<file path="src/design/cdss_pkg.sv">
// Shared package of the card deck store: widths, request codes, controller
// states and the command and status bundles between controller and datapath.
// Depends on nothing.
`timescale 1ns / 1ps

package cdss_pkg;

  localparam int unsigned MAX_CARDS_DEF = 64;

  localparam int unsigned CNT_W   = 7;
  localparam int unsigned FRAC_W  = 16;
  localparam int unsigned VAL_W   = 4;
  localparam int unsigned REQ_W   = 3;

  localparam int unsigned STD_VALUES = 13;
  localparam int unsigned STD_SUITS  = 4;
  localparam int unsigned STD_DECK   = STD_VALUES * STD_SUITS;
  localparam int unsigned SUIT_W     = $clog2(STD_SUITS);
  localparam int unsigned CARD_W     = VAL_W + SUIT_W;

  localparam logic [CNT_W-1:0] CAP_RESET = 7'd64;

  typedef enum logic [REQ_W-1:0] {
    REQ_APPEND    = 3'd0,
    REQ_POP_FRONT = 3'd1,
    REQ_POP_BACK  = 3'd2,
    REQ_SHUFFLE   = 3'd3,
    REQ_CLEAR     = 3'd4,
    REQ_LOAD      = 3'd5
  } req_e;

  typedef enum logic [2:0] {
    ST_IDLE,
    ST_SH_RD,
    ST_SH_WR1,
    ST_SH_WR2,
    ST_LOAD,
    ST_RESP
  } ctrl_state_e;

  typedef struct packed {
    logic accept;
    logic load_step;
    logic sh_read;
    logic sh_wr1;
    logic sh_wr2;
    logic emit;
  } cdss_cmd_t;

  typedef struct packed {
    logic load_busy;
    logic sh_swap;
    logic out_free;
  } cdss_sts_t;

endpackage

</file>
<file path="src/design/card_deck_store_with_shuffle.sv">
// Top level of the card deck store with stepwise shuffle.
// Depends on cdss_pkg, cdss_ctrl and cdss_dpath.
//
// Usage:
//   Requests arrive on the input channel (in_valid_i / in_stall_o); each one
//   produces exactly one result transfer on the output channel (out_valid_o /
//   out_stall_i). A transfer happens at a rising edge with valid high and
//   stall low. One request is worked on at a time.
//   After the input transfer, append, pops, clear and unknown codes go
//   straight to the result state; a shuffle step reads both entries and,
//   if it swaps, then makes two writes through the single write port; the
//   standard load writes one card per cycle until the deck holds
//   min(capacity, MAX_CARDS, 52) cards. in_stall_o stays high until the
//   result is registered, so a new request is taken only once its
//   predecessor's result is in the output register. The capacity register
//   is written by cfg_we_i / cfg_wdata_i; the user must write it only while
//   idle, as the block itself does not enforce this.
// Reset:
//   The deck is empty, the cursor idle and the capacity 64. The card memory
//   is not cleared; only entries written since are ever read.
// Stall:
//   A finished result waits in the output register while out_stall_i is
//   high; the next request is still taken and worked on, and its result is
//   handed over once the register is free.
`timescale 1ns / 1ps

module card_deck_store_with_shuffle #(
  parameter int unsigned MAX_CARDS = cdss_pkg::MAX_CARDS_DEF
) (
  input  logic                            clk_i,
  input  logic                            rst_ni,
  // configuration: capacity limit
  input  logic                            cfg_we_i,
  input  logic [cdss_pkg::CNT_W-1:0]      cfg_wdata_i,
  // request channel
  input  logic                            in_valid_i,
  output logic                            in_stall_o,
  input  logic [cdss_pkg::REQ_W-1:0]      req_type_i,
  input  logic [cdss_pkg::VAL_W-1:0]      card_value_i,
  input  logic [cdss_pkg::SUIT_W-1:0]     card_suit_i,
  input  logic [cdss_pkg::FRAC_W-1:0]     rand_fraction_i,
  // result channel
  output logic                            out_valid_o,
  input  logic                            out_stall_i,
  output logic                            ok_o,
  output logic [cdss_pkg::VAL_W-1:0]      out_value_o,
  output logic [cdss_pkg::SUIT_W-1:0]     out_suit_o,
  output logic [cdss_pkg::CNT_W-1:0]      card_count_o,
  output logic                            shuffle_done_o
);
  import cdss_pkg::*;

  cdss_cmd_t cmd;
  cdss_sts_t sts;

  // Sequencer: accept in idle, walk the shuffle or load steps, then hand over
  cdss_ctrl u_ctrl (
    .clk_i      (clk_i),
    .rst_ni     (rst_ni),
    .in_valid_i (in_valid_i),
    .req_type_i (req_type_i),
    .in_stall_o (in_stall_o),
    .sts_i      (sts),
    .cmd_o      (cmd)
  );

  // Card memory, pointers, shuffle index and output register
  cdss_dpath #(
    .MAX_CARDS (MAX_CARDS)
  ) u_dpath (
    .clk_i           (clk_i),
    .rst_ni          (rst_ni),
    .cfg_we_i        (cfg_we_i),
    .cfg_wdata_i     (cfg_wdata_i),
    .req_type_i      (req_type_i),
    .card_value_i    (card_value_i),
    .card_suit_i     (card_suit_i),
    .rand_fraction_i (rand_fraction_i),
    .cmd_i           (cmd),
    .sts_o           (sts),
    .out_stall_i     (out_stall_i),
    .out_valid_o     (out_valid_o),
    .ok_o            (ok_o),
    .out_value_o     (out_value_o),
    .out_suit_o      (out_suit_o),
    .card_count_o    (card_count_o),
    .shuffle_done_o  (shuffle_done_o)
  );

endmodule

</file>
<file path="src/design/cdss_ctrl.sv">
// Controller of the card deck store: sequences one request through the
// datapath. Depends on cdss_pkg.
`timescale 1ns / 1ps

module cdss_ctrl (
  input  logic                            clk_i,
  input  logic                            rst_ni,
  input  logic                            in_valid_i,
  input  logic [cdss_pkg::REQ_W-1:0]      req_type_i,
  output logic                            in_stall_o,
  input  cdss_pkg::cdss_sts_t             sts_i,
  output cdss_pkg::cdss_cmd_t             cmd_o
);
  import cdss_pkg::*;

  ctrl_state_e state_q, state_d;

  always_ff @(posedge clk_i or negedge rst_ni) begin
    if (!rst_ni) begin
      state_q <= ST_IDLE;
    end else begin
      state_q <= state_d;
    end
  end

  // Next state
  always_comb begin
    state_d = state_q;
    unique case (state_q)
      ST_IDLE: begin
        if (in_valid_i) begin
          unique case (req_type_i)
            REQ_SHUFFLE: state_d = ST_SH_RD;
            REQ_LOAD:    state_d = ST_LOAD;
            default:     state_d = ST_RESP;
          endcase
        end
      end
      ST_SH_RD:  state_d = sts_i.sh_swap ? ST_SH_WR1 : ST_RESP;
      ST_SH_WR1: state_d = ST_SH_WR2;
      ST_SH_WR2: state_d = ST_RESP;
      ST_LOAD:   state_d = sts_i.load_busy ? ST_LOAD : ST_RESP;
      ST_RESP:   state_d = sts_i.out_free ? ST_IDLE : ST_RESP;
      default:   state_d = ST_IDLE;
    endcase
  end

  // Outputs
  always_comb begin
    cmd_o      = '0;
    in_stall_o = 1'b1;
    unique case (state_q)
      ST_IDLE: begin
        in_stall_o   = 1'b0;
        cmd_o.accept = in_valid_i;
      end
      ST_SH_RD:  cmd_o.sh_read   = 1'b1;
      ST_SH_WR1: cmd_o.sh_wr1    = 1'b1;
      ST_SH_WR2: cmd_o.sh_wr2    = 1'b1;
      ST_LOAD:   cmd_o.load_step = sts_i.load_busy;
      ST_RESP:   cmd_o.emit      = sts_i.out_free;
      default: ;
    endcase
  end

endmodule

</file>
<file path="src/design/cdss_dpath.sv">
// Datapath of the card deck store: circular card memory, count, head and
// shuffle cursor, index multiplier and output register. Depends on cdss_pkg.
`timescale 1ns / 1ps

module cdss_dpath #(
  parameter int unsigned MAX_CARDS = cdss_pkg::MAX_CARDS_DEF
) (
  input  logic                            clk_i,
  input  logic                            rst_ni,
  input  logic                            cfg_we_i,
  input  logic [cdss_pkg::CNT_W-1:0]      cfg_wdata_i,
  input  logic [cdss_pkg::REQ_W-1:0]      req_type_i,
  input  logic [cdss_pkg::VAL_W-1:0]      card_value_i,
  input  logic [cdss_pkg::SUIT_W-1:0]     card_suit_i,
  input  logic [cdss_pkg::FRAC_W-1:0]     rand_fraction_i,
  input  cdss_pkg::cdss_cmd_t             cmd_i,
  output cdss_pkg::cdss_sts_t             sts_o,
  input  logic                            out_stall_i,
  output logic                            out_valid_o,
  output logic                            ok_o,
  output logic [cdss_pkg::VAL_W-1:0]      out_value_o,
  output logic [cdss_pkg::SUIT_W-1:0]     out_suit_o,
  output logic [cdss_pkg::CNT_W-1:0]      card_count_o,
  output logic                            shuffle_done_o
);
  import cdss_pkg::*;

  localparam int unsigned PW   = $clog2(MAX_CARDS);
  localparam int unsigned SW   = PW + 1;
  localparam int unsigned PR_W = FRAC_W + CNT_W;

  // Logical position k maps to (head + k) wrapped at the memory depth
  function automatic logic [PW-1:0] phys(input logic [PW-1:0] base,
                                         input logic [CNT_W-1:0] k);
    logic [SW-1:0] s;
    s = {1'b0, base} + SW'(k);
    if (s >= SW'(MAX_CARDS)) s = s - SW'(MAX_CARDS);
    return s[PW-1:0];
  endfunction

  logic [CARD_W-1:0] mem [MAX_CARDS];

  logic [CNT_W-1:0]  cap_q;
  logic [CNT_W-1:0]  count_q, count_d;
  logic [PW-1:0]     head_q, head_d;
  logic [CNT_W-1:0]  cursor_q, cursor_d;
  logic              out_valid_q;

  logic              ok_q, ok_d;
  logic              pop_q, pop_d;
  logic              swap_q, swap_d;
  logic [CNT_W-1:0]  load_n_q, load_n_d;
  logic [CNT_W-1:0]  i_q, i_d;
  logic [CNT_W-1:0]  j_q, j_d;
  logic [CARD_W-1:0] rd_a_q, rd_b_q;
  logic              out_ok_q;
  logic [CARD_W-1:0] out_card_q;
  logic [CNT_W-1:0]  out_count_q;
  logic              out_done_q;

  logic [CNT_W-1:0]  cap_now, load_n;
  logic              cur_idle, sh_swap;
  logic [CNT_W-1:0]  sh_i, sh_i1, sh_j;
  logic [PR_W-1:0]   prod;
  logic [PW-1:0]     head_inc;
  logic              out_free;

  logic              we, re_a, re_b;
  logic [PW-1:0]     wa, ra_a, ra_b;
  logic [CARD_W-1:0] wd;

  assign cap_now  = (32'(cap_q) > 32'(MAX_CARDS)) ? CNT_W'(MAX_CARDS) : cap_q;
  assign load_n   = (cap_now > CNT_W'(STD_DECK)) ? CNT_W'(STD_DECK) : cap_now;
  assign head_inc = (head_q == PW'(MAX_CARDS - 1)) ? '0 : head_q + 1'b1;

  // Stale or zero cursor starts a new pass from the last card
  assign cur_idle = (cursor_q == '0) || (cursor_q >= count_q);
  assign sh_swap  = !(cur_idle && (count_q < CNT_W'(2)));
  assign sh_i     = cur_idle ? count_q - 1'b1 : cursor_q;
  assign sh_i1    = sh_i + 1'b1;
  assign prod     = PR_W'(rand_fraction_i) * PR_W'(sh_i1);
  assign sh_j     = prod[FRAC_W +: CNT_W];

  assign out_free = !out_valid_q || !out_stall_i;

  always_comb begin
    count_d  = count_q;
    head_d   = head_q;
    cursor_d = cursor_q;
    ok_d     = ok_q;
    pop_d    = pop_q;
    swap_d   = swap_q;
    load_n_d = load_n_q;
    i_d      = i_q;
    j_d      = j_q;
    we       = 1'b0;
    wa       = phys(head_q, count_q);
    wd       = {card_suit_i, card_value_i};
    re_a     = 1'b0;
    ra_a     = phys(head_q, i_q);
    re_b     = 1'b0;
    ra_b     = phys(head_q, j_q);

    if (cmd_i.accept) begin
      ok_d  = 1'b0;
      pop_d = 1'b0;
      unique case (req_type_i)
        REQ_APPEND: begin
          cursor_d = '0;
          if (count_q < cap_now) begin
            we      = 1'b1;
            count_d = count_q + 1'b1;
            ok_d    = 1'b1;
          end
        end
        REQ_POP_FRONT: begin
          cursor_d = '0;
          if (count_q != '0) begin
            re_a    = 1'b1;
            ra_a    = head_q;
            head_d  = head_inc;
            count_d = count_q - 1'b1;
            ok_d    = 1'b1;
            pop_d   = 1'b1;
          end
        end
        REQ_POP_BACK: begin
          cursor_d = '0;
          if (count_q != '0) begin
            re_a    = 1'b1;
            ra_a    = phys(head_q, count_q - 1'b1);
            count_d = count_q - 1'b1;
            ok_d    = 1'b1;
            pop_d   = 1'b1;
          end
        end
        REQ_SHUFFLE: begin
          ok_d     = (count_q != '0);
          swap_d   = sh_swap;
          i_d      = sh_i;
          j_d      = sh_j;
          cursor_d = sh_swap ? sh_i - 1'b1 : '0;
        end
        REQ_CLEAR: begin
          cursor_d = '0;
          count_d  = '0;
          ok_d     = 1'b1;
        end
        REQ_LOAD: begin
          cursor_d = '0;
          count_d  = '0;
          ok_d     = 1'b1;
          load_n_d = load_n;
        end
        default: ;
      endcase
    end

    // Standard order: position k holds value k / suits, suit k % suits
    if (cmd_i.load_step && (count_q < load_n_q)) begin
      we      = 1'b1;
      wd      = {count_q[SUIT_W-1:0], VAL_W'(count_q >> SUIT_W)};
      count_d = count_q + 1'b1;
    end

    if (cmd_i.sh_read) begin
      re_a = 1'b1;
      re_b = 1'b1;
    end

    if (cmd_i.sh_wr1) begin
      we = 1'b1;
      wa = phys(head_q, i_q);
      wd = rd_b_q;
    end

    if (cmd_i.sh_wr2) begin
      we = 1'b1;
      wa = phys(head_q, j_q);
      wd = rd_a_q;
    end
  end

  // Card memory: one write port, two registered read ports
  always_ff @(posedge clk_i) begin
    if (we) mem[wa] <= wd;
    if (re_a) rd_a_q <= mem[ra_a];
    if (re_b) rd_b_q <= mem[ra_b];
  end

  always_ff @(posedge clk_i or negedge rst_ni) begin
    if (!rst_ni) begin
      cap_q       <= CAP_RESET;
      count_q     <= '0;
      head_q      <= '0;
      cursor_q    <= '0;
      out_valid_q <= 1'b0;
    end else begin
      if (cfg_we_i) cap_q <= cfg_wdata_i;
      count_q  <= count_d;
      head_q   <= head_d;
      cursor_q <= cursor_d;
      if (cmd_i.emit) begin
        out_valid_q <= 1'b1;
      end else if (!out_stall_i) begin
        out_valid_q <= 1'b0;
      end
    end
  end

  always_ff @(posedge clk_i) begin
    ok_q     <= ok_d;
    pop_q    <= pop_d;
    swap_q   <= swap_d;
    load_n_q <= load_n_d;
    i_q      <= i_d;
    j_q      <= j_d;
    if (cmd_i.emit) begin
      out_ok_q    <= ok_q;
      out_card_q  <= pop_q ? rd_a_q : '0;
      out_count_q <= count_q;
      out_done_q  <= (cursor_q == '0);
    end
  end

  assign sts_o.load_busy = (count_q < load_n_q);
  assign sts_o.sh_swap   = swap_q;
  assign sts_o.out_free  = out_free;

  assign out_valid_o    = out_valid_q;
  assign ok_o           = out_ok_q;
  assign out_value_o    = out_card_q[VAL_W-1:0];
  assign out_suit_o     = out_card_q[CARD_W-1:VAL_W];
  assign card_count_o   = out_count_q;
  assign shuffle_done_o = out_done_q;

endmodule

</file>
<file path="config.mk">
export PLATFORM = sky130hd
export DESIGN_NAME = card_deck_store_with_shuffle
export DESIGN_NICKNAME = d
export VERILOG_FILES = /design/src/design/cdss_pkg.sv /design/src/design/card_deck_store_with_shuffle.sv /design/src/design/cdss_ctrl.sv /design/src/design/cdss_dpath.sv
export SDC_FILE = /design/constraint.sdc
export NUM_CORES = 1
export LEC_CHECK = 0
export BUFFER_PORTS_ARGS = -buffer_cell sky130_fd_sc_hd__buf_2
export CAP_MARGIN = 20
export CORE_UTILIZATION = 45
export CTS_BUF_LIST = sky130_fd_sc_hd__clkbuf_4
export DETAILED_ROUTE_END_ITERATION = 8
export SLEW_MARGIN = 10
export SYNTH_ARGS = -nofsm -noshare
export SYNTH_HDL_FRONTEND = slang
export SYNTH_HIERARCHICAL = 1
export SYNTH_SLANG_ARGS = --single-unit
</file>
<file path="constraint.sdc">
create_clock -name clk_i -period 8.6 [get_ports clk_i]
set_input_delay 0.43 -clock clk_i [delete_from_list [all_inputs] [get_ports clk_i]]
set_output_delay 0.43 -clock clk_i [all_outputs]
set_load 0.05 [all_outputs]
</file>
Word level (Yosys, flattened, before mapping)
Memory sizes are Yosys's and may differ from the RTL's. A register that Yosys moved wholly into a read port is not among the register bits.
Cells that the tools add are included.
Widths: inputs -> output; s select.
Operators by class
  $add $sub $neg: 13
  $mul: 1
  $lt $le $gt $ge: 10
  equal/unequal tests: 15
  multiplexer cells: 52
  reductions and logical operators: 22
Operator list (number)
  $mux 6: 13
  $mux 7: 7
  $add 6x7->7: 4
  $ge 7x7->1 const B: 4
  $sub 6x1->6 const B: 4
  $mul 16x7->23: 1
  $mux 1: 23
  $pmux 7 s3: 1
  $pmux 3 s6: 1
  $add 7x1->7 const B: 2
  $lt 7x7->1: 2
  $pmux 7 s2: 1
  $sub 7x1->7 const B: 2
  $eq 3x2->1 const B: 4
  $eq 3x3->1 const B: 4
  $pmux 6 s2: 1
  $mux 3: 3
  $ge 7x7->1: 1
  $gt 7x6->1 const B: 1
  $gt 7x7->1 const B: 1
  $logic_not 7->1: 1
  $lt 7x2->1 const B: 1
  $reduce_bool 7->1: 1
  $add 6x1->6 const B: 1
  18 further kinds: 29
Storage, ports and cells
  flip-flop bits (word level): 70
  RAM bits: 384
  input port bits: 37
  output and inout bits: 17
  memories kept: 1
Memory list
  u_dpath.mem: words 64, bits a word 6, rd ports 2, clocked after Yosys merged registers in 2, wr ports 1, line cdss_dpath.sv:41  | logic [CARD_W-1:0] mem [MAX_CARDS];

Longest topological paths before layout
  depth after elaboration: 11
  mapped depth: 33
  depth with buffers taken out: 30

Cells and area by module
Netlist, hierarchy kept.
By module, submodules not included
  cdss_dpath: instances 1, cells an instance 2057, area each 26998.4 µm²
  cdss_ctrl: instances 1, cells an instance 32, area each 255.2 µm²

Least setup slack after synthesis
Ideal clock, no wire load.
  path type: register -> register
  start: reg u_dpath.count_q[4]
  end: reg u_dpath.j_q[3] (data pin)
  library setup time: 0.260 ns
  arrival time: 6.843 ns
  data required time: 8.340 ns
  setup slack: 1.497 ns
  cell stages (with the launch flop): 33
  path through: dfrtp_1 -> buf_2 -> inv_1 -> ha_1 -> a211oi_1 -> o221a_2 -> o21ai_2 -> mux2i_1 -> clkbuf_1 -> inv_1 -> ha_1 -> o2111ai_1 -> o22ai_1 -> xnor2_1 -> nand2_1 -> o21ai_1 -> clkbuf_1 -> and2_1 -> fa_1 -> fa_1 -> fa_1 -> inv_1 -> fa_1 -> inv_1 -> ha_1 -> a21o_1 -> a21o_1 -> a21oi_1 -> o21ai_0 -> a2111oi_2 -> o21bai_1 -> a21oi_1 -> xnor2_1
On the way
  cells in the longest elaborated chain, start to end: 5
  elaborated cells on any way between the ends: 6
RTL lines
  from (decl): line cdss_dpath.sv:44  | logic [CNT_W-1:0] count_q, count_d;
  from (signal assigned): line cdss_dpath.sv:200  | count_q <= count_d;
  $ge 7x7->1: line cdss_dpath.sv:77  | assign cur_idle = (cursor_q == '0) || (cursor_q >= count_q);
  $logic_or 1x1->1: line cdss_dpath.sv:77
  $mux 7: line cdss_dpath.sv:79  | assign sh_i = cur_idle ? count_q - 1'b1 : cursor_q;
  via u_dpath.sh_i[0]: line cdss_dpath.sv:63  | logic [CNT_W-1:0] sh_i, sh_i1, sh_j;
  $add 7x1->7: line cdss_dpath.sv:80  | assign sh_i1 = sh_i + 1'b1;
  $mul 16x7->23: line cdss_dpath.sv:81  | assign prod = PR_W'(rand_fraction_i) * PR_W'(sh_i1);
  via u_dpath.prod[19]: line cdss_dpath.sv:64  | logic [PR_W-1:0] prod;
  to (signal assigned): line cdss_dpath.sv:217  | j_q <= j_d;
  to (decl): line cdss_dpath.sv:54  | logic [CNT_W-1:0] j_q, j_d;
The timed path passes the listed nets, and every way through them passes these cells.
A chain may end at the register's enable or synchronous reset.

Final worst setup path
  start: reg u_dpath.count_q[6]
  end: reg u_dpath.j_q[4] (data pin)
Same word-level chain as after synthesis.

==> summary.txt <==
Pin count of the biggest net entering global routing: 69
Arrival time at the worst endpoint: 8.51 ns
Critical Path Max Stage Delay: 0.56 ns
Residual DRC: 0
Buf+Inv Stages, Crit Path: 5
CTS tree: done
Hold Path End: u_ctrl/state_q[2]
Gr ovfl total: 0
Fin util: 50.3%
Slew headroom: 23.3%
Die ar.: 61600 µm²
Top-Level Pins: 54
Layout fillers: 5162
Vias in the first global route: 19144
Initial antenna violation count: 4
WL per Instance: 24.8 µm
Worst reg2reg startpoint: u_dpath/count_q[6]
Share of the synthesized area in the top cell type: 47.7%
Most instantiated library cell after synthesis: edfxtp_1
Starting DRT DRC Count: 1756
Fmax: 127 MHz
Starting Density: 45.8%
Clock Skews: 0.0698 ns
Global placer's final weighted congestion: 0.882
R2R depth: 28
Worst EP required: 9.23 ns
Clk_lat worst skew: 0.90 ns
Non-filler cells, final: 3064
Area grow syn2layout: 9.77%
Crit path launch type: register
Endpoints failing hold: 0
Hold depth: 4
First-pass GRT wire length: 117 mm
FF-to-FF End: u_dpath/j_q[4]
Top FF cell, synth: edfxtp_1
EDFF count, synth: 433
Layout cells sized above 1: 19.9%
Via count: 18669
Fin nets: 2393
Status: completed
DRT Wirelength: 76.1 mm
Clock root buffer: clkbuf_4
Worst R2R Setup Slack: 0.72 ns
CTS Sinks: 464
GR Util All Layers: 25.4%
DP HPWL: 50.9 mm
Die span in x: 248 µm
WS Path Type: register to register
Synthesis-stage register bit count: 464
Core Footprint: 59500 µm²
Port Buffers: 53
Unique cell type count in the Yosys netlist: 88
Placed Cells: 2836
Placement Setup Slack: 0.504 ns
TritonRoute pass-1 iters: 6
Transition time of the tightest slew-check pin: 1.15 ns
Setup violations, final: 0
Crit Path Max Fanout: 14
Synthesized Nets: 2279
Pins over their slew limit: 0
Synth area leader: edfxtp_1
Setup TNS: 0 ns
Max-Cap Viols: 0
Syn Inst Count: 2089
Ys Warns: 6
Critical path endpoint category: register
Cell Area, Synth: 27300 µm²
Sequential area share after synthesis: 50.6%
Vias per cell: 6.09
Worst hold start: req_type_i[0]
Minimum clock period: 7.88 ns
Most frequent cells after synthesis: edfxtp_1, nand2_1, mux4_2
Mapped Avg Cell Area: 13.0 µm²
Final ANT Viol Nets: 0
Largest delay share family, worst path: compound AO/OA/AOI/OAI gates
Worst path slowest cell: o21ai_2
RSZ-0062 raised after global routing: false
Row count: 89
Clock Path Buffers: 3
Worst-path clk slew: 0.07 ns
H-tree depth: 3
Synth top area cells: edfxtp_1, mux4_2, fa_1
Hold WC Path Type: input pin to register
Setup ws final: 0.717 ns
Final worst path period share: 91.7%
Chip height: 248 µm
Asr flop ratio synth: 6.68%
Cts bufs inserted: 115
## worst min-delay path, cell delays in order
cell and delay, ns:
buf_2 0.21, nand3b_1 0.13, a32oi_1 0.10, o21ai_1 0.08
## final cells by class
cell class                      count  area, µm²  share of cell area, %
Multi-Input combinational cell   1397      12500                   41.8
Clock inverter                     46        293                  0.979
Sequential cell                   464      13800                   46.1
Clock buffer                      154       1160                   3.86
Antenna cell                        5       12.5                 0.0418
Inverter                          114        428                   1.43
Timing Repair Buffer              111        776                   2.59
Tap cell                          773        967                   3.23
## flip-flops by register name, indices dropped and copies added (netlist names)
register and flops:
u_dpath/load_n_q 7, u_dpath/mem 384, u_dpath/rd_b_q 6, u_dpath/ok_q 1
u_dpath/rd_a_q 6, u_dpath/out_valid_o 1, u_dpath/pop_q 1, u_dpath/swap_q 1
u_dpath/j_q 6, u_dpath/cap_q 7, u_dpath/count_q 7, u_dpath/i_q 6
u_dpath/out_card_q 6, u_ctrl/state_q 3, u_dpath/card_count_o 7, u_dpath/ok_o 1
u_dpath/cursor_q 7, u_dpath/head_q 6, u_dpath/shuffle_done_o 1
## how the worst max path moves through the flow
stage / to / slack, ns / from / cells after the start
CTS: u_dpath/j_q[4] / 0.49 / u_dpath/count_q[6] / 27
floorplan: u_dpath/j_q[3] / 1.50 / u_dpath/count_q[4] / 32
detailed placement: u_dpath/j_q[4] / 0.50 / u_dpath/count_q[6] / 27
global placement: u_dpath/j_q[3] / 0.86 / u_dpath/count_q[6] / 28
finish: u_dpath/j_q[4] / 0.72 / u_dpath/count_q[6] / 28
global route: u_dpath/j_q[4] / 0.09 / u_dpath/count_q[6] / 28
## metal layers
metal / vias to the layer above / GRT usage (%) / wire [µm]
li1: 8241 / - / -
met1: 9314 / 34.1 / 30700
met2: 952 / 39.9 / 35900
met3: 162 / 7.20 / 7430
met4: 0 / 8.48 / 2060
met5: - / 0 / 0
## layout by cell type, fill, tap and decap left out, drive strengths merged, types with 41 or more instances in the layout
cell and count:
inv 115, nor2 115, nand4 48, clkinv 42, buf 91, nor3 60, ha 82, and2 95
fa 71, o21ai 59, mux4 135, nand3 41, mux2i 108, clkbuf 154, edfxtp 433, nand2 233
## timing repair
item	in CTS	in global routing
hold endpoints to repair	40	0
gates resized for setup	0	0
hold buffers	20	0
buffers inserted	0	0
## cells by family after synthesis
logic type               Yosys count  share of synthesized area (%)
AND/OR/NAND/NOR                  678                           12.3
flip-flops                       464                           50.6
multiplexers                     275                           16.5
AO/OA/AOI/OAI                    245                           6.37
buffers and inverters            228                           3.80
adder cells (fa/ha/maj)          153                           8.98
XOR/XNOR                          45                           1.45
other                              1                         0.0138
## stage by stage
stage,hold WS (ns),cell area [µm²]
final,0.156,29900
after global routing,0.0929,29900
after CTS,0.0604,29900
after detailed placement,0.427,28200
after global placement,0.419,28200
after floorplan,0.134,27300
Power is left out: the tool's default activity adds up to more than one toggle a clock period on the data nets, which glitch-free logic cannot reach.
